==> config.mk <==
export PLATFORM = sky130hd
export DESIGN_NAME = sla_queue
export DESIGN_NICKNAME = d
export VERILOG_FILES = /design/src/rtl/sla_pkg.sv /design/src/rtl/sla_queue.sv
export SDC_FILE = /design/constraint.sdc
export NUM_CORES = 1
export LEC_CHECK = 0
export ABC_CLOCK_PERIOD_IN_PS = 1800
export BUFFER_PORTS_ARGS = -buffer_cell sky130_fd_sc_hd__buf_2
export CAP_MARGIN = 20
export CORE_ASPECT_RATIO = 0.9
export CORE_MARGIN = 10
export CORE_UTILIZATION = 50
export DETAILED_ROUTE_END_ITERATION = 8
export PLACE_DENSITY = 0.74
export RECOVER_POWER = 25
export SYNTH_ARGS = -nofsm -noshare
export SYNTH_HDL_FRONTEND = slang
export SYNTH_SLANG_ARGS = --single-unit
==> constraint.sdc <==
create_clock -name clk_i -period 1.8 [get_ports clk_i]
set_input_delay 0.54 -clock clk_i [delete_from_list [all_inputs] [get_ports clk_i]]
set_output_delay 0.54 -clock clk_i [all_outputs]
set_load 0.005 [all_outputs]
==> src/rtl/sla_pkg.sv <==
// Shared types and constants of the serial line assembler.
package sla_pkg;

  // Port numbers and buffer sizes.
  localparam int unsigned PORTS      = 4;
  localparam int unsigned PORT_W     = 2;
  localparam int unsigned LINE_BYTES = 512;
  localparam int unsigned LEN_W      = $clog2(LINE_BYTES);
  localparam int unsigned ROW_BYTES  = 8;
  localparam int unsigned LANE_W     = $clog2(ROW_BYTES);
  localparam int unsigned ROW_W      = $clog2(LINE_BYTES / ROW_BYTES);
  localparam int unsigned STORE_ROWS = PORTS * LINE_BYTES / ROW_BYTES;
  localparam int unsigned ADDR_W     = $clog2(STORE_ROWS);
  localparam int unsigned TAKE_W     = 4;

  // Characters with a meaning of their own.
  localparam logic [7:0] CH_NEWLINE = 8'h0A;
  localparam logic [7:0] CH_RETURN  = 8'h0D;
  localparam logic [7:0] CH_SPACE   = 8'h20;

  // Bus widths.
  localparam int unsigned IN_DATA_W  = 16;
  localparam int unsigned OUT_DATA_W = 80;
  localparam int unsigned QUEUE_DEPTH = 4;
  localparam int unsigned QPTR_W      = $clog2(QUEUE_DEPTH);

  // Operations passed from the front to the back.
  typedef enum logic [1:0] {
    OP_WRITE    = 2'd0,
    OP_CLEAR    = 2'd1,
    OP_LINE_END = 2'd2
  } op_e;

  typedef struct packed {
    op_e               op;
    logic [PORT_W-1:0] port;
    logic [7:0]        data;
  } cmd_t;

endpackage

==> src/rtl/sla_queue.sv <==
// Short queue of operations between the front and the back.
module sla_queue (
  input  logic          clk_i,
  input  logic          rst_ni,
  input  logic          push_i,
  input  sla_pkg::cmd_t cmd_i,
  output logic          ready_o,
  input  logic          pop_i,
  output logic          valid_o,
  output sla_pkg::cmd_t cmd_o
);
  import sla_pkg::*;

  cmd_t              slot_q [QUEUE_DEPTH];
  logic [QPTR_W-1:0] wr_ptr_q;
  logic [QPTR_W-1:0] rd_ptr_q;
  logic [QPTR_W:0]   count_q;
  logic              do_push;
  logic              do_pop;

  assign ready_o = (count_q != (QPTR_W+1)'(QUEUE_DEPTH));
  assign valid_o = (count_q != '0);
  assign cmd_o   = slot_q[rd_ptr_q];
  assign do_push = push_i && ready_o;
  assign do_pop  = pop_i && valid_o;

  // Entry storage.
  always_ff @(posedge clk_i) begin
    if (do_push) begin
      slot_q[wr_ptr_q] <= cmd_i;
    end
  end

  // Pointers and occupancy.
  always_ff @(posedge clk_i or negedge rst_ni) begin
    if (!rst_ni) begin
      wr_ptr_q <= '0;
      rd_ptr_q <= '0;
      count_q  <= '0;
    end else begin
      if (do_push) begin
        wr_ptr_q <= wr_ptr_q + QPTR_W'(1);
      end
      if (do_pop) begin
        rd_ptr_q <= rd_ptr_q + QPTR_W'(1);
      end
      if (do_push && !do_pop) begin
        count_q <= count_q + (QPTR_W+1)'(1);
      end else if (do_pop && !do_push) begin
        count_q <= count_q - (QPTR_W+1)'(1);
      end
    end
  end

endmodule

# After elaboration in Yosys (flattened, before gate mapping)
# Memory sizes are Yosys's and may differ from the RTL's.
# Cells that the tools add are included.
# totals
out_inout_bits	14
in_bits	16
mem_bits_rw	48
mem_count	1
register_bits	7
# classes
reduce_logical	8
mux	4
addsub	4
eq_ne	1
# memory_table
name	depth	width	rd	rd_clocked_by_memory_dff	write_ports	line_no	text
slot_q	4	12	1	0	1	sla_queue.sv:14	cmd_t slot_q [QUEUE_DEPTH];
# op_table
op	count
two-way mux 3 bit	2
adder 2 x 1 -> 2 bit (second input constant)	2
logical AND 1 bit	4
adder 3 x 1 -> 3 bit (second input constant)	1
!= test 3 bit (second input constant)	1
nonzero test 3 bit	1
subtractor 3 x 1 -> 3 bit (second input constant)	1
logical NOT 1 bit	2
two-way mux 1 bit	2
nonzero test 2 bit	1

# Logic depth before layout (Yosys ltp)
# logic_depth
ltp_word	6
ltp_mapped	8

# Least setup slack after synthesis
# No wires, ideal clock.
# synth_path
path_kind	reg2reg
startpoint	register count_q[2]
endpoint	register count_q[2]
period_less_slack_ps	1954
setup_ps	79
path_stages_with_launch	9
slack_ps	-154
t_required_ps	1721
t_arrival_ps	1875
path_buffers	0
path_cell_list	dfrtp_1 or3_4 nand2_1 ha_1 inv_1 fa_1 xor2_1 nor2_1 xor2_1
# synth_via
elab_chain_cells	5
elab_cells_between_ends	13
cone_classes	add/sub (2); eq/ne (1); mux (2); reduce/logical (8)
# synth_rtl
item	line_no	text
start: declaration	sla_queue.sv:17	logic [QPTR_W:0] count_q;
start signal: assignment	sla_queue.sv:48	count_q <= count_q + (QPTR_W+1)'(1);
start signal: assignment	sla_queue.sv:50	count_q <= count_q - (QPTR_W+1)'(1);
nonzero test 3 bit *	sla_queue.sv:22	assign valid_o = (count_q != '0);
via valid_o	sla_queue.sv:9	output logic valid_o,
logical AND 1 bit *	sla_queue.sv:25	assign do_pop = pop_i && valid_o;
logical NOT 1 bit	sla_queue.sv:47	if (do_push && !do_pop) begin
logical AND 1 bit	sla_queue.sv:47	
two-way mux 3 bit / nonzero test 2 bit (equally long branches)	n/a	
# The timed path passes the listed nets; every way through them passes the cells marked *. The select of a mux whose other input is x is not followed.
# A chain may end at the register's enable or synchronous reset.

==> flow_summary.toml <==
[global_route]
grt_max_degree = 19
grt-ovfl-total = 0
grt_util_met3_pct = 4.21
grt_pass1_wl_mm = 6.18
grt_use_total_pct = 11.5
grt_util_met2_pct = 19.8
busiest_layer = "met2"
antenna_found_initial = 0
grt_pass1_vias = 1228
grt_use_met1_pct = 12.7

[setup_path]
path_class = "reg -> out"
arrival_ps = 1550
cp-end-kind = "output pin"
critPathLaunchType = "flop"
crit_chain = "buf_6 > mux4_2 > buf_6"
cp_slowest_stage_delay_ps = 540
cpMostUsedCell = "buf_6"
cp_data_required_time_ps = 1260
slowest_stage = "mux4_2"
path_max_fanout = 7
reg2reg_depth = 8

[finish]
fin_cells = 204
fin_nets = 177
antenna_cells = 0
layout-drive-gt1-share_pct = 48.1
layout_commonest_cell = "edfxtp_1"
fin_util_pct = 65.1
syn_to_final_growth_pct = 23.5
mostFrequentLayoutCells = "48 x edfxtp_1, 20 x buf_4, 19 x buf_2"

[detailed_routing]
via_count = 1079
firstDrtPassIters = 4
ant_nets = 0
routed_wl_mm = 3.84
drc = 0
vias_per_cell = 5.29
wire_per_inst_microns = 18.8
first_iter_violations = 57

[sta]
fin_ws_ps = -290
final_hold_viol_count = 0
holdWs_ps = 112
setup-violations-final = 14
post-route-min-period_ps = 2090
drv_slew = 0
worst-slew-pin-transition_ps = 400
slew_headroom_pct = 73.4
rsz0062_at_grt = "true"
fin_worst_skew_ps = 13.9
finalCritPeriodShare_pct = 116
timing.fmax_mhz = 478

[run_status]
status = "finished, violations left"
violations = "setup timing"

[power_and_ir_drop]
combPwrFrac_pct = 39.3
swShare_pct = 28.5
ir_worst_vdd_v = 0.000962
leakage_uw = 0.000998
power.total_uw = 4320
power_frac_seq_pct = 41.9
power.switching_uw = 1230
internal_power_uw = 3090
p_clk_share_pct = 18.9
p_per_area_mw_per_mm2 = 1610

[job]
drv_cap = 0

[floorplan]
dieArea_sq_mm = 0.00739
start_util_pct = 52.7
io-pin-count = 30
rows = 22
fp.dieH_microns = 82.6
die_x_microns = 89.5
core_area_sq_mm = 0.00413

[yosys]
avgSynthCellArea_sq_um = 22.2
synth_top_cell_area_share_pct = 66.3
synth_fp_nets = 120
synthTopCellsByArea = "edfxtp_1 66%, mux4_2 8.3%, dfrtp_1 8.1%, mux4_1 4.8%, ha_1 2.9%"
yosysWarningCount = 0
ys_types = 19
ys_ff_latch = 55
syn_area_sq_mm = 0.00217
synth_cells = 98
yosysSeqAreaShare_pct = 74.3
yosysTopAreaCell = "edfxtp_1"

[place]
dp_cells = 191
post-dp-hpwl_mm = 2.79
port_buffers = 29
place_congestion = 0.773
pre_cts_ws_ps = -83.3

[cts]
cts_sinks = 55
cts.hold.buffers_added = 0
cts.clk_slew.worst_paths_ps = 100
cts.htree.levels = 2
cts_root_buf = "clkbuf_8"
clock_latency_ps = 310
cts_tree = "yes"
cts_buffers = 5
cts_buffer_depth = 2

[worst_hold_path]
hold_class = "in -> async"
[registers in the layout (all words and copies together), names as in the netlist]
name      count
slot_q       48
count_q       3
rd_ptr_q      2
wr_ptr_q      2
[kinds of logic (layout without fill, tap and decap cells)]
logic type | Yosys count | count (layout) | synth area share (%)
flops | 55 | 55 | 74.3
mux | 14 | 14 | 14.2
simple gates | 10 | 10 | 2.59
fa+ha+maj | 6 | 6 | 3.80
xor+xnor | 6 | 6 | 2.42
buf+inv | 6 | 64 | 2.19
compound gates | 1 | 1 | 0.518
[worst paths after layout]
kind / from / endpoint / slack, ps
worst min-delay path: rst_ni / count_q[1] / 110
worst min register to register: count_q[2] / count_q[2] / 570
min in group clk_i: cmd_i[0] / slot_q[3][0] / 450
worst max register to register: count_q[2] / count_q[2] / -60
max in group asynchronous: rst_ni / count_q[0] / 1390
worst max-delay path: rd_ptr_q[0] / cmd_o[2] / -290
[through the flow]
step | instance area [sq um] | setup TNS, ps
final | 2690 | -3130
after floorplan | 2200 | -92.1
after CTS | 2680 | -3430
after detailed placement | 2520 | -111
after global routing | 2690 | -4060
after global placement | 2520 | -7.01
[power groups by stage]
stage               combinational [uW]  sequential [uW]  clock (uW)
global route                      1850             1840         890
detailed placement                1570             1840           0
finish                            1700             1810         815
global placement                  1500             1810           0
floorplan                          924             1840           0
CTS                               1690             1810         846
[critical path: cells and delay by family, from the launching register on]
family	cells	cell delay, ps
muxes	1	540
buffers and inverters	2	310
DFF	1	400
[cell type report]
cell class,count,area (sq um)
clock buffers,5,68.8
well taps,48,60.1
fillers,286,1440
flip-flops and latches,55,1620
multi-input cells,37,524
clock inverters,3,46.3
inverters,3,11.3
repair buffers,53,359
[synth_stat cells]
| cell | n |
|---|---|
| fa_1 | 1 |
| buf_6 | 1 |
| inv_1 | 3 |
| buf_12 | 1 |
| mux4_1 | 4 |
| mux2_2 | 2 |
| and2_1 | 4 |
| xor2_1 | 2 |
| or3_4 | 1 |
| edfxtp_1 | 48 |
| xnor2_1 | 4 |
| dfrtp_1 | 7 |
| mux4_2 | 8 |
| nand2_1 | 2 |
| a21boi_2 | 1 |
| buf_2 | 1 |
| nand3_1 | 1 |
| ha_1 | 5 |
| nor2_1 | 2 |
[layer usage]
| metal | part of all wire, % | wire length, microns | vias to the layer above |
|---|---|---|---|
| met5 | 0 | 0 | - |
| met1 | 41 | 1560 | 550 |
| met4 | 1.8 | 68 | 0 |
| met2 | 53 | 2030 | 26 |
| met3 | 4.9 | 190 | 8 |
| li1 | - | - | 495 |
[what timing repair did]
action                                  4_1_cts  5_1_grt
endpoints found under the setup margin       15       15
pin swaps                                     2        0
gates resized for setup                       9        2
buffers inserted                              4        1
Note: power is estimated with default switching activity, not from simulation.
