[src/rtl/sla_pkg.sv]
// Shared types and constants of the serial line assembler.
package sla_pkg;

  // Port numbers and buffer sizes.
  localparam int unsigned PORTS      = 4;
  localparam int unsigned PORT_W     = 2;
  localparam int unsigned LINE_BYTES = 512;
  localparam int unsigned LEN_W      = $clog2(LINE_BYTES);
  localparam int unsigned ROW_BYTES  = 8;
  localparam int unsigned LANE_W     = $clog2(ROW_BYTES);
  localparam int unsigned ROW_W      = $clog2(LINE_BYTES / ROW_BYTES);
  localparam int unsigned STORE_ROWS = PORTS * LINE_BYTES / ROW_BYTES;
  localparam int unsigned ADDR_W     = $clog2(STORE_ROWS);
  localparam int unsigned TAKE_W     = 4;

  // Characters with a meaning of their own.
  localparam logic [7:0] CH_NEWLINE = 8'h0A;
  localparam logic [7:0] CH_RETURN  = 8'h0D;
  localparam logic [7:0] CH_SPACE   = 8'h20;

  // Bus widths.
  localparam int unsigned IN_DATA_W  = 16;
  localparam int unsigned OUT_DATA_W = 80;
  localparam int unsigned QUEUE_DEPTH = 4;
  localparam int unsigned QPTR_W      = $clog2(QUEUE_DEPTH);

  // Operations passed from the front to the back.
  typedef enum logic [1:0] {
    OP_WRITE    = 2'd0,
    OP_CLEAR    = 2'd1,
    OP_LINE_END = 2'd2
  } op_e;

  typedef struct packed {
    op_e               op;
    logic [PORT_W-1:0] port;
    logic [7:0]        data;
  } cmd_t;

endpackage

[src/rtl/sla_front.sv]
// Front end: holds the open mask, accepts words and classifies them into operations.
module sla_front (
  input  logic                 clk_i,
  input  logic                 rst_ni,
  input  logic                 cfg_we_i,
  input  logic [3:0]           cfg_wdata_i,
  input  logic                 s_axis_tvalid_i,
  output logic                 s_axis_tready_o,
  input  logic [15:0]          s_axis_tdata_i,
  input  logic                 s_axis_tuser_i,
  output logic                 push_o,
  output sla_pkg::cmd_t        cmd_o,
  input  logic                 queue_ready_i
);
  import sla_pkg::*;

  logic [PORTS-1:0]  open_mask_q;
  logic [PORT_W-1:0] port;
  logic [7:0]        data;
  logic              keep;

  // Open mask register.
  always_ff @(posedge clk_i or negedge rst_ni) begin
    if (!rst_ni) begin
      open_mask_q <= '0;
    end else if (cfg_we_i) begin
      open_mask_q <= cfg_wdata_i[PORTS-1:0];
    end
  end

  assign port = s_axis_tdata_i[PORT_W-1:0];
  assign data = s_axis_tdata_i[PORT_W+7:PORT_W];

  // Classify the word; dropped words are accepted but never queued.
  always_comb begin
    keep       = 1'b0;
    cmd_o.op   = OP_WRITE;
    cmd_o.port = port;
    cmd_o.data = data;
    if (s_axis_tuser_i) begin
      keep     = 1'b1;
      cmd_o.op = OP_CLEAR;
    end else if (open_mask_q[port]) begin
      if (data == CH_NEWLINE) begin
        keep     = 1'b1;
        cmd_o.op = OP_LINE_END;
      end else if (data != CH_RETURN) begin
        keep     = 1'b1;
        cmd_o.op = OP_WRITE;
      end
    end
  end

  assign s_axis_tready_o = queue_ready_i;
  assign push_o          = s_axis_tvalid_i && queue_ready_i && keep;

endmodule

[config.mk]
export PLATFORM = sky130hd
export DESIGN_NAME = sla_front
export DESIGN_NICKNAME = d
export VERILOG_FILES = /design/src/rtl/sla_pkg.sv /design/src/rtl/sla_front.sv
export SDC_FILE = /design/constraint.sdc
export NUM_CORES = 1
export LEC_CHECK = 0
export ABC_AREA = 1
export BUFFER_PORTS_ARGS = -buffer_cell sky130_fd_sc_hd__buf_2
export CORE_AREA = 2 2 39 41
export CTS_BUF_LIST = sky130_fd_sc_hd__clkbuf_8
export CTS_CLUSTER_DIAMETER = 60
export CTS_CLUSTER_SIZE = 28
export DETAILED_ROUTE_END_ITERATION = 7
export DIE_AREA = 0 0 41 43
export PLACE_DENSITY = 0.77
export SYNTH_ARGS = -nofsm -noshare
export SYNTH_HDL_FRONTEND = slang
export SYNTH_SLANG_ARGS = --single-unit
[constraint.sdc]
create_clock -name clk_i -period 1.3 [get_ports clk_i]
set_input_delay 0.195 -clock clk_i [delete_from_list [all_inputs] [get_ports clk_i]]
set_output_delay 0.195 -clock clk_i [all_outputs]
set_load 0.01 [all_outputs]
# Word-level counts from Yosys, hierarchy flattened
# Cells that the tools add are included.
# Widths: inputs -> output; s select.
# classes
magnitude_cmp,1
eq_ne,2
reduce_logical,2
mux,9
# ops
op,n
$eq 8x4->1 const B,1
$ne 8x4->1 const B,1
$mux 2,3
$mux 1,5
$lt 2x3->1 const B,1
$bmux 1 s2,1
$logic_and 1x1->1,2
# word_totals
wordCells,15
register_bits,4
out_inout_bits,14
input_bits,26

# Longest topological paths before layout
# Gate-level depths: netlist (run 1).
# logic_depth
word_depth,6
ltp_mapped,6
ltp_nobuf,6

# Worst setup path after synthesis (run 1)
# Ideal clock, no wire load.
# synth_path
path_type,register to output
startpoint,register open_mask_q[3]
endpoint,output port push_o
slack_ns,0.342
path_buffers,0
stages_incl_launch_ff,7
t_required_ns,1.105
arrival_time_ns,0.763
path_cell_list,dfrtp_1 > clkinv_2 > nand2_1 > nand3_2 > nand2_1 > nand2_1 > a21oi_2
# synth_between
elab_chain_len,5
# synth_lines
element,line,rtl
start: declaration,sla_front.sv:17,logic [PORTS-1:0] open_mask_q;
start signal: assignment,sla_front.sv:27,open_mask_q <= cfg_wdata_i[PORTS-1:0];
$bmux 1 s2,sla_front.sv:43,end else if (open_mask_q[port]) begin
$mux 1 (not written as such),sla_front.sv:43,
$mux 1,sla_front.sv:43,
$mux 1,sla_front.sv:40,if (s_axis_tuser_i) begin
$logic_and 1x1->1,sla_front.sv:55,assign push_o = s_axis_tvalid_i && queue_ready_i && keep;
end: declaration,sla_front.sv:11,"output logic push_o,"
# No other way between the ends. The select of a mux whose other input is x is not followed.

# Final worst setup path (run 1)
# Ends and elaborated chain as after synthesis.

==> flow_metrics.py, run 1 <==
metrics = {
    "outcome": {
        "status": "completed",
    },
    "logic_synthesis": {
        "synth_flop_cell": "dfrtp_1",
        "avgSynthCellArea_um2": 6.87,
        "seq_area_frac_synth_pct": 27.5,
        "synthCells": 53,
        "async_reset_ff_share_pct": 100,
        "synth_edf_count": 0,
        "synth_nets": 79,
        "yosysUniqueCellTypes": 16,
        "syn_area_um2": 364,
        "synth_area_leaders": "dfrtp_1, buf_4, nand2_1, nand3_2, o21ai_0",
        "yosys_register_bits": 4,
        "ys_warn_count": 0,
        "yosysTopAreaCellShare_pct": 27.5,
        "yosysTopAreaCell": "dfrtp_1",
    },
    "cells_and_area": {
        "drive_gt1_share_pct": 60.5,
        "nets": 109,
        "n_fill_cell": 159,
        "reg_top3": "open_mask_q (4)",
        "final_cell_area_um2": 541,
        "antenna_cells": 0,
        "largest_reg_flops": 4,
        "top_register": "open_mask_q",
        "syn_to_final_growth_pct": 48.5,
        "final-seq-area_um2": 100,
        "multi_input_area_um2": 148,
    },
    "setup_path": {
        "critical_path.max_stage_delay_ns": 0.34,
        "worstPathCellList": "clkinv_2 > nand2_2 > nand3_2 > nand2_1 > nand2_1 > a21oi_2 > buf_2",
        "cp_max_fo": 2,
        "slowest_stage": "dfrtp_1",
        "end_kind": "output port",
        "worstSetupStartpointType": "flop",
        "startpoint": "open_mask_q[3]$_DFFE_PN0P_",
        "cpMostUsedCell": "nand2_1",
        "arrival_ns": 1.10,
        "crit_type": "reg2out",
        "critPathRequiredTime_ns": 1.11,
        "r2r_start": "open_mask_q[3]$_DFFE_PN0P_",
    },
    "global_routing": {
        "first_global_vias": 341,
        "antenna_found_initial": 0,
        "grt_pass1_wl_um": 1150,
        "grt.overflow.total": 0,
        "grtUsageTotal_pct": 9.89,
        "grt_max_degree": 9,
    },
    "sta": {
        "max_freq_ghz": 0.774,
        "fin_crit_sh_pct": 99.4,
        "fin_skew_ns": 0,
        "setup_viol": 0,
        "worst_pin_slew_ns": 0.167,
        "finalHoldViolations": 0,
        "rsz0062_at_grt": "yes",
        "setup_tns_ns": 0,
        "fin_crit_ns": 1.29,
        "slew_headroom_pct": 88.9,
        "report.final.slew_viol_count": 0,
    },
    "clocking": {
        "clock_latency_ns": 0.21,
        "cts_buffer_depth": 2,
        "cts_root_buf": "clkbuf_8",
        "htree_levels": 1,
        "cts_buffers": 3,
        "cts_tree": "done",
        "path_clk_slew_ns": 0.03,
        "cts_sinks": 4,
    },
    "power": {
        "p_seq_share_pct": 27.1,
        "power_density_mw_per_mm2": 969,
        "p_sw_share_pct": 24.0,
        "pwr-share-comb_pct": 24.6,
        "p_leak_nw": 0.318,
        "power.switching_uw": 126,
        "power_frac_clock_pct": 48.4,
        "irDropWorstVdd_uv": 475,
        "internal_power_uw": 398,
    },
    "worst_hold_path": {
        "hp-class": "in2reg",
        "hp-start": "cfg_wdata_i[1]",
    },
    "die": {
        "fp.dieH_um": 43,
        "core_area_mm2": 0.00138,
        "fp-row-count": 14,
        "initial_utilization_pct": 26.3,
        "die_w_um": 41,
        "die_area_mm2": 0.00176,
        "io_pins": 40,
    },
    "placement": {
        "numPortBuffers": 33,
        "place.detailed.hpwl_um": 629,
        "gp_congestion": 0.633,
        "placed_cell_area_um2": 459,
    },
    "drt": {
        "wl_um": 712,
        "ant_nets": 0,
        "vias_per_cell": 3.97,
        "drcViolationCount": 0,
        "drtIter0Drc": 2,
        "wl_per_cell_um": 7.34,
        "num_vias": 385,
        "firstDrtPassIters": 2,
    },
    "run": {
        "drv_cap": 0,
    },
}
-- kinds of logic (layout without fill, tap and decap cells) --
logic type / Yosys count / count (layout) / share of synthesized area, %
compound gates: 6 / 6 / 9.28
flops: 4 / 4 / 27.5
buf+inv: 20 / 48 / 33.3
simple gates: 23 / 23 / 29.9
-- through the flow --
step	power [mW]	setup WS, ns	std cells	hold WS (ns)	util [%]
after global placement	0.252	0.241	90	-0.00172	33.2
after floorplan	0.218	0.342	53	-0.101	-
final	0.524	0.00755	97	0.190	39.1
after global routing	0.560	-0.0787	97	0.195	39.1
after CTS	0.526	-0.000119	95	0.186	37.8
after detailed placement	0.256	0.217	90	0.00365	33.2
-- power by group through the flow --
stage               registers (mW)  clock network, mW  logic (mW)
finish                       0.142              0.253       0.129
global route                 0.142              0.272       0.146
CTS                          0.142              0.263       0.122
detailed placement           0.142                  0       0.113
global placement             0.141                  0       0.111
floorplan                    0.141                  0      0.0768
-- critical path, delay by kind of cell, from the launching register on --
family                 cells  cell delay, ns
AND/OR/NAND/NOR            4            0.26
AO/OA/AOI/OAI              1            0.10
buffers and inverters      2            0.19
flip-flops                 1            0.34
-- area by class of cell --
cell class / instances / share of cell area, %
Tap cell: 16 / 3.70
Clock buffer: 3 / 7.64
Multi-Input combinational cell: 29 / 27.3
Timing Repair Buffer: 37 / 36.6
Sequential cell: 4 / 18.5
Inverter: 8 / 6.25
-- layer usage --
layer / part of all wire [%] / wire, um / up-vias / track usage, %
li1: - / - / 205 / -
met5: 0 / 0 / - / 0
met3: 9.8 / 70 / 2 / 3.14
met2: 53 / 375 / 16 / 14.4
met4: 1.3 / 9 / 0 / 10.0
met1: 36 / 257 / 162 / 10.1
-- synthesized netlist by cell type (2+ instances only) --
master and number:
buf_4 12, clkinv_1 2, dfrtp_1 4, inv_1 4, nand2_1 13, nand3_2 2
nor2_1 4, o21ai_0 4
-- cells in the final DEF (no fill, tap or decap) --
master / instances
buf_2: 33
nand2_1: 11
inv_1: 4
nor2_1: 4
o21ai_0: 4
dfrtp_1: 4
clkinv_2: 3
nand2_2: 3
clkbuf_8: 3
buf_4: 3
nand3_2: 2
inv_2: 1
and2_1: 1
a21oi_2: 1
nor3b_1: 1
nand3_1: 1
a21oi_1: 1
dlygate4sd3_1: 1
-- final timing paths --
path | depth (start not counted) | slack (ns) | to
worst min-delay path | 3 | 0.19 | open_mask_q[1]$_DFFE_PN0P_
min in group asynchronous | 2 | 0.32 | open_mask_q[1]$_DFFE_PN0P_
max in group asynchronous | 2 | 0.87 | open_mask_q[2]$_DFFE_PN0P_
worst max-delay path | 7 | 0.008 | push_o
worst min register to register | 2 | 0.52 | open_mask_q[1]$_DFFE_PN0P_
worst max register to register | 4 | 0.43 | open_mask_q[3]$_DFFE_PN0P_
-- repair_timing --
| item | in CTS | in global routing |
|---|---|---|
| pin swaps | 0 | 1 |
| hold endpoints to repair | 4 | 0 |
| gates resized for setup | 3 | 1 |
| buffers inserted | 1 | 2 |
| endpoints found under the setup margin | 1 | 1 |
| hold buffers | 1 | 0 |
(Power assumes the default switching activity.)
==> run 2, diff against run 1 <==
PLACE_DENSITY = 0.76   (was 0.77)
==> run 2 against run 1 <==
Against the previous run:
- hold slack lost 0.0034 ns
- routed wire length fell by 6.6%
- global-route usage decreased by 2.4 points
- sequential share of layout area is 0.71 points higher
- combinational power decreased by 9%
- cell count decreased by 2.1%
- fmax rose by 1.0%
- count of clock-buffer cells in the layout unchanged
- worst setup slack improved by 0.013 ns
- die area is the same
- critical path depth unchanged
- sequential power barely moved
- critical path type unchanged
- largest cell class unchanged
- largest power group unchanged
==> flow_metrics.py, run 2 (same netlist as run 1, synthesis figures left out) <==
metrics = {
    "outcome": {
        "status": "completed",
    },
    "placement": {
        "numPortBuffers": 33,
        "placedCellCount": 90,
        "placed_cell_area_um2": 459,
        "place.detailed.hpwl_um": 586,
        "dpl_worst_slack_ns": 0.222,
        "gp_congestion": 0.573,
    },
    "die": {
        "initial_utilization_pct": 26.3,
        "fp.dieH_um": 43,
        "io_pins": 40,
        "core_area_mm2": 0.00138,
        "die_w_um": 41,
        "fp-row-count": 14,
        "die_area_mm2": 0.00176,
    },
    "drt": {
        "drcViolationCount": 0,
        "vias_per_cell": 3.91,
        "firstDrtPassIters": 1,
        "drtIter0Drc": 0,
        "wl_um": 665,
        "wl_per_cell_um": 7.00,
        "num_vias": 371,
        "ant_nets": 0,
    },
    "global_routing": {
        "grt.overflow.total": 0,
        "top_usage_layer": "met2",
        "use_met2_pct": 10.6,
        "met1_usage_pct": 8.12,
        "use_met3_pct": 1.57,
        "grt_pass1_wl_um": 855,
        "grtUsageTotal_pct": 7.45,
        "first_global_vias": 252,
        "grt_max_degree": 9,
        "antenna_found_initial": 0,
    },
    "cells_and_area": {
        "stdcell_count": 95,
        "top_register": "open_mask_q",
        "final_cell_area_um2": 520,
        "largest_reg_flops": 4,
        "drive_gt1_share_pct": 58.2,
        "syn_to_final_growth_pct": 43.0,
        "layout_commonest_cell": "buf_2",
        "nets": 107,
        "reg_top3": "open_mask_q (4)",
        "antenna_cells": 0,
        "layout_common_cells": "buf_2, nand2_1",
    },
    "setup_path": {
        "cp_max_fo": 2,
        "end_kind": "output port",
        "critical_path.max_stage_delay_ns": 0.33,
        "critPathRequiredTime_ns": 1.11,
        "arrival_ns": 1.08,
        "crit_buf_inv": 2,
        "reg2reg_slack_ns": 0.57,
        "worstSetupStartpointType": "flop",
        "cpMostUsedCell": "nand2_1",
        "crit_type": "reg2out",
        "slowest_stage": "dfrtp_1",
        "cp_top_family": "flip-flops",
        "worstPathCellList": "clkinv_2 > nand2_2 > nand3_2 > nand2_1 > nand2_1 > a21oi_2 > buf_2",
    },
    "power": {
        "power.switching_uw": 126,
        "internal_power_uw": 391,
        "p_seq_share_pct": 27.3,
        "p_sw_share_pct": 24.3,
        "power_frac_clock_pct": 49.8,
        "power_density_mw_per_mm2": 992,
        "p_leak_nw": 0.308,
        "pwr-share-comb_pct": 22.9,
        "irDropWorstVdd_uv": 688,
    },
    "sta": {
        "setup_tns_ns": 0,
        "report.final.slew_viol_count": 0,
        "setup_ws_ns": 0.0209,
        "worst_pin_slew_ns": 0.181,
        "setup_viol": 0,
        "fin_skew_ns": 0,
        "max_freq_ghz": 0.782,
        "finalHoldViolations": 0,
        "fin_crit_sh_pct": 98.4,
        "slew_headroom_pct": 87.9,
        "fin_crit_ns": 1.28,
        "whs_ns": 0.186,
        "rsz0062_at_grt": "yes",
    },
    "clocking": {
        "clock_latency_ns": 0.22,
        "cts_buffer_depth": 2,
        "cts_root_buf": "clkbuf_8",
        "cts_tree": "done",
        "path_clk_slew_ns": 0.03,
        "htree_levels": 1,
        "cts_buffers": 3,
        "cts_sinks": 4,
    },
    "run": {
        "drv_cap": 0,
    },
    "worst_hold_path": {
        "hp-class": "in2reg",
    },
}
[run 2: layout make-up]
class / count / area [um2]
well taps: 16 / 20.0
repair buffers: 35 / 183
multi-input cells: 29 / 145
fillers: 157 / 863
flip-flops and latches: 4 / 100
inverters: 8 / 31.3
clock buffers: 3 / 41.3
[run 2: final timing paths]
path                       cells past startpoint                         end                  startpoint
max in group asynchronous                      2  open_mask_q[3]$_DFFE_PN0P_                      rst_ni
min                                            3  open_mask_q[0]$_DFFE_PN0P_              cfg_wdata_i[0]
max reg2reg                                    3  open_mask_q[3]$_DFFE_PN0P_  open_mask_q[3]$_DFFE_PN0P_
min reg2reg                                    2  open_mask_q[2]$_DFFE_PN0P_  open_mask_q[2]$_DFFE_PN0P_
min in group asynchronous                      2  open_mask_q[2]$_DFFE_PN0P_                      rst_ni
max                                            7                      push_o  open_mask_q[3]$_DFFE_PN0P_
[run 2: power groups by stage]
stage               logic [mW]  registers (mW)  clock network [mW]
finish                   0.118           0.141               0.257
global route             0.134           0.142               0.269
CTS                      0.117           0.140               0.264
detailed placement       0.113           0.142                   0
global placement         0.110           0.141                   0
floorplan               0.0768           0.141                   0
[run 2: routing by layer]
layer	routed length [um]	vias to the layer above
met4	25	0
met5	0	-
met2	330	16
li1	-	202
met1	256	151
met3	54	2
[run 2: metrics by stage]
step           power (mW)  utilization, %
6_report            0.517            37.6
3_5_place_dp        0.255            33.2
4_1_cts             0.521            37.1
2_1_floorplan       0.218               -
3_3_place_gp        0.251            33.2
5_1_grt             0.545            37.6
[run 2: worst reg2reg max path, cell delays in order, from the launching register on]
cell	delay, ns
dfrtp_1	0.33
clkinv_2	0.06
buf_4	0.12
o21ai_0	0.13
[run 2: timing repair]
| item | CTS | global route |
|---|---|---|
| endpoints found under the hold margin | 4 | 0 |
| pin swaps | 0 | 1 |
| buffers inserted | 0 | 1 |
| hold buffers | 1 | 0 |
| resized for setup | 1 | 2 |
| setup endpoints to repair | 1 | 1 |
==> run 3, diff against run 2 <==
ABC_AREA = not set   (was 1)
CAP_MARGIN = 20   (was not set)
PLACE_DENSITY = 0.73   (was 0.76)
==> run 3 against run 2 <==
Against the previous run:
- the run now ends with negative setup slack left
- hold slack better by 0.014 ns
- worst setup slack worse by 0.27 ns
- utilization is 3.5 points lower
- largest power group unchanged
- register-to-register slack worse by 0.13 ns
- die area stayed put
- critical endpoint unchanged
- sequential cell count stayed put
- count of clock-buffer cells in the layout stayed put
- largest cell class unchanged
==> flow_metrics.py, run 3 <==
metrics = {
    "die": {
        "core_area_mm2": 0.00138,
        "initial_utilization_pct": 23.0,
        "die_area_mm2": 0.00176,
        "fp-row-count": 14,
        "fp.dieH_um": 43,
        "io_pins": 40,
        "die_w_um": 41,
    },
    "outcome": {
        "violations": "negative setup slack",
        "status": "finished, violations left",
    },
    "logic_synthesis": {
        "yosys_register_bits": 4,
        "ys_warn_count": 0,
        "synth_flop_cell": "dfrtp_1",
        "seq_area_frac_synth_pct": 31.5,
        "synth_edf_count": 0,
        "synth_area_leaders": "dfrtp_1, buf_4, mux2_2, mux4_2, or4b_4",
        "avgSynthCellArea_um2": 10.6,
        "synth_commonest_cells": "buf_4, dfrtp_1, mux2_2",
        "yosysTopAreaCell": "dfrtp_1",
        "synthCells": 30,
        "synth_nets": 56,
        "async_reset_ff_share_pct": 100,
        "yosysUniqueCellTypes": 12,
        "yosysTopAreaCellShare_pct": 31.5,
        "syn_area_um2": 318,
        "synth.most_common_cell": "buf_4",
    },
    "worst_hold_path": {
        "hp-class": "in2reg",
    },
    "drt": {
        "wl_per_cell_um": 9.00,
        "drtIter0Drc": 2,
        "num_vias": 294,
        "drcViolationCount": 0,
        "vias_per_cell": 4.08,
        "wl_um": 648,
        "ant_nets": 0,
        "firstDrtPassIters": 2,
    },
    "global_routing": {
        "grtUsageTotal_pct": 9.19,
        "antenna_found_initial": 0,
        "grt_max_degree": 5,
        "grt_pass1_wl_um": 979,
        "grt.overflow.total": 0,
        "first_global_vias": 286,
    },
    "sta": {
        "setup_viol": 2,
        "finalHoldViolations": 0,
        "max_freq_ghz": 0.645,
        "fin_crit_ns": 1.55,
        "report.final.slew_viol_count": 0,
        "fin_crit_sh_pct": 119,
        "whs_ns": 0.201,
        "worst_pin_slew_ns": 0.160,
        "rsz0062_at_grt": "yes",
        "setup_ws_ns": -0.250,
        "fin_skew_ns": 0,
        "slew_headroom_pct": 89.3,
    },
    "cells_and_area": {
        "post-route-util_pct": 34.1,
        "nets": 84,
        "largest_reg_flops": 4,
        "layout_commonest_cell": "buf_2",
        "drive_gt1_share_pct": 76.8,
        "syn_to_final_growth_pct": 48.4,
        "antenna_cells": 0,
        "top_register": "open_mask_q",
        "stdcell_count": 72,
        "layout_common_cells": "buf_2, dfrtp_1, mux2_2, clkbuf_8",
        "reg_top3": "open_mask_q (4)",
    },
    "setup_path": {
        "worstSetupStartpointType": "flop",
        "crit_type": "reg2out",
        "arrival_ns": 1.36,
        "end_kind": "output port",
        "cp_max_fo": 2,
        "critPathRequiredTime_ns": 1.11,
    },
    "clocking": {
        "cts_tree": "done",
        "clock_latency_ns": 0.22,
        "path_clk_slew_ns": 0.03,
        "cts_root_buf": "clkbuf_8",
        "htree_levels": 1,
        "ctsResizeCount": 0,
        "cts_buffers": 3,
        "cts_sinks": 4,
        "cts_buffer_depth": 2,
    },
    "placement": {
        "place.detailed.hpwl_um": 571,
        "numPortBuffers": 33,
        "gp_congestion": 0.616,
        "dpl_worst_slack_ns": -0.160,
        "placedCellCount": 67,
    },
    "power": {
        "irDropWorstVdd_uv": 842,
        "power_density_mw_per_mm2": 1070,
        "p_leak_nw": 0.255,
    },
    "run": {
        "drv_cap": 0,
    },
}
[run 3: cell families after synthesis]
| family | count (synthesis) | synth area share, % |
|---|---|---|
| buffers and inverters | 12 | 28.3 |
| AND/OR/NAND/NOR | 8 | 16.5 |
| multiplexers | 5 | 21.3 |
| flip-flops | 4 | 31.5 |
| AO/OA/AOI/OAI | 1 | 2.36 |
[run 3: cell type report]
class | count | area (um2)
well taps | 16 | 20.0
flip-flops and latches | 4 | 100
repair buffers | 35 | 183
multi-input cells | 14 | 128
clock buffers | 3 | 41.3
fillers | 153 | 912
[run 3: per-stage QoR]
step	setup TNS, ns	total power, mW	instance area (um2)
6_report	-0.493	0.506	472
4_1_cts	-0.514	0.516	472
2_1_floorplan	0	0.210	318
5_1_grt	-0.596	0.539	472
3_3_place_gp	-0.240	0.243	413
3_5_place_dp	-0.262	0.246	413
[run 3: metal layers]
metal	GRT usage [%]	wire length [um]	vias up	part of all wire (%)
met1	6.89	218	122	34
met2	14.4	318	23	49
li1	-	-	145	-
met3	3.14	73	4	11
met5	0	0	-	0
met4	12.0	38	0	5.9
[run 3: worst max-delay path, stage by stage (launching register included)]
cell      delay (ns)
dfrtp_1         0.36
mux4_2          0.48
nor2_1          0.10
a211oi_1        0.05
buf_2           0.14
[run 3: final timing paths]
| kind | from | endpoint | slack (ns) | cells after the start |
|---|---|---|---|---|
| worst max register to register | open_mask_q[3]$_DFFE_PN0P_ | open_mask_q[3]$_DFFE_PN0P_ | 0.44 | 2 |
| worst max-delay path | open_mask_q[3]$_DFFE_PN0P_ | push_o | -0.25 | 4 |
| min in group asynchronous | rst_ni | open_mask_q[1]$_DFFE_PN0P_ | 0.32 | 2 |
| worst min register to register | open_mask_q[1]$_DFFE_PN0P_ | open_mask_q[1]$_DFFE_PN0P_ | 0.49 | 1 |
| max in group asynchronous | rst_ni | open_mask_q[0]$_DFFE_PN0P_ | 0.86 | 2 |
| worst min-delay path | cfg_wdata_i[1] | open_mask_q[1]$_DFFE_PN0P_ | 0.20 | 2 |
[run 3: where the power goes]
part           internal (mW)  leakage [nW]  switching, mW
Combinational         0.0616         0.187         0.0436
Clock                  0.197        0.0216         0.0605
Sequential             0.138        0.0468        0.00548
Total                  0.397         0.255          0.110
[run 3: repair_timing]
action / in CTS / in global routing
setup endpoints to repair: 2 / 2
pin swaps: 1 / 0
buffers inserted: 1 / 0
hold buffers: 1 / 0
hold endpoints to repair: 4 / 0
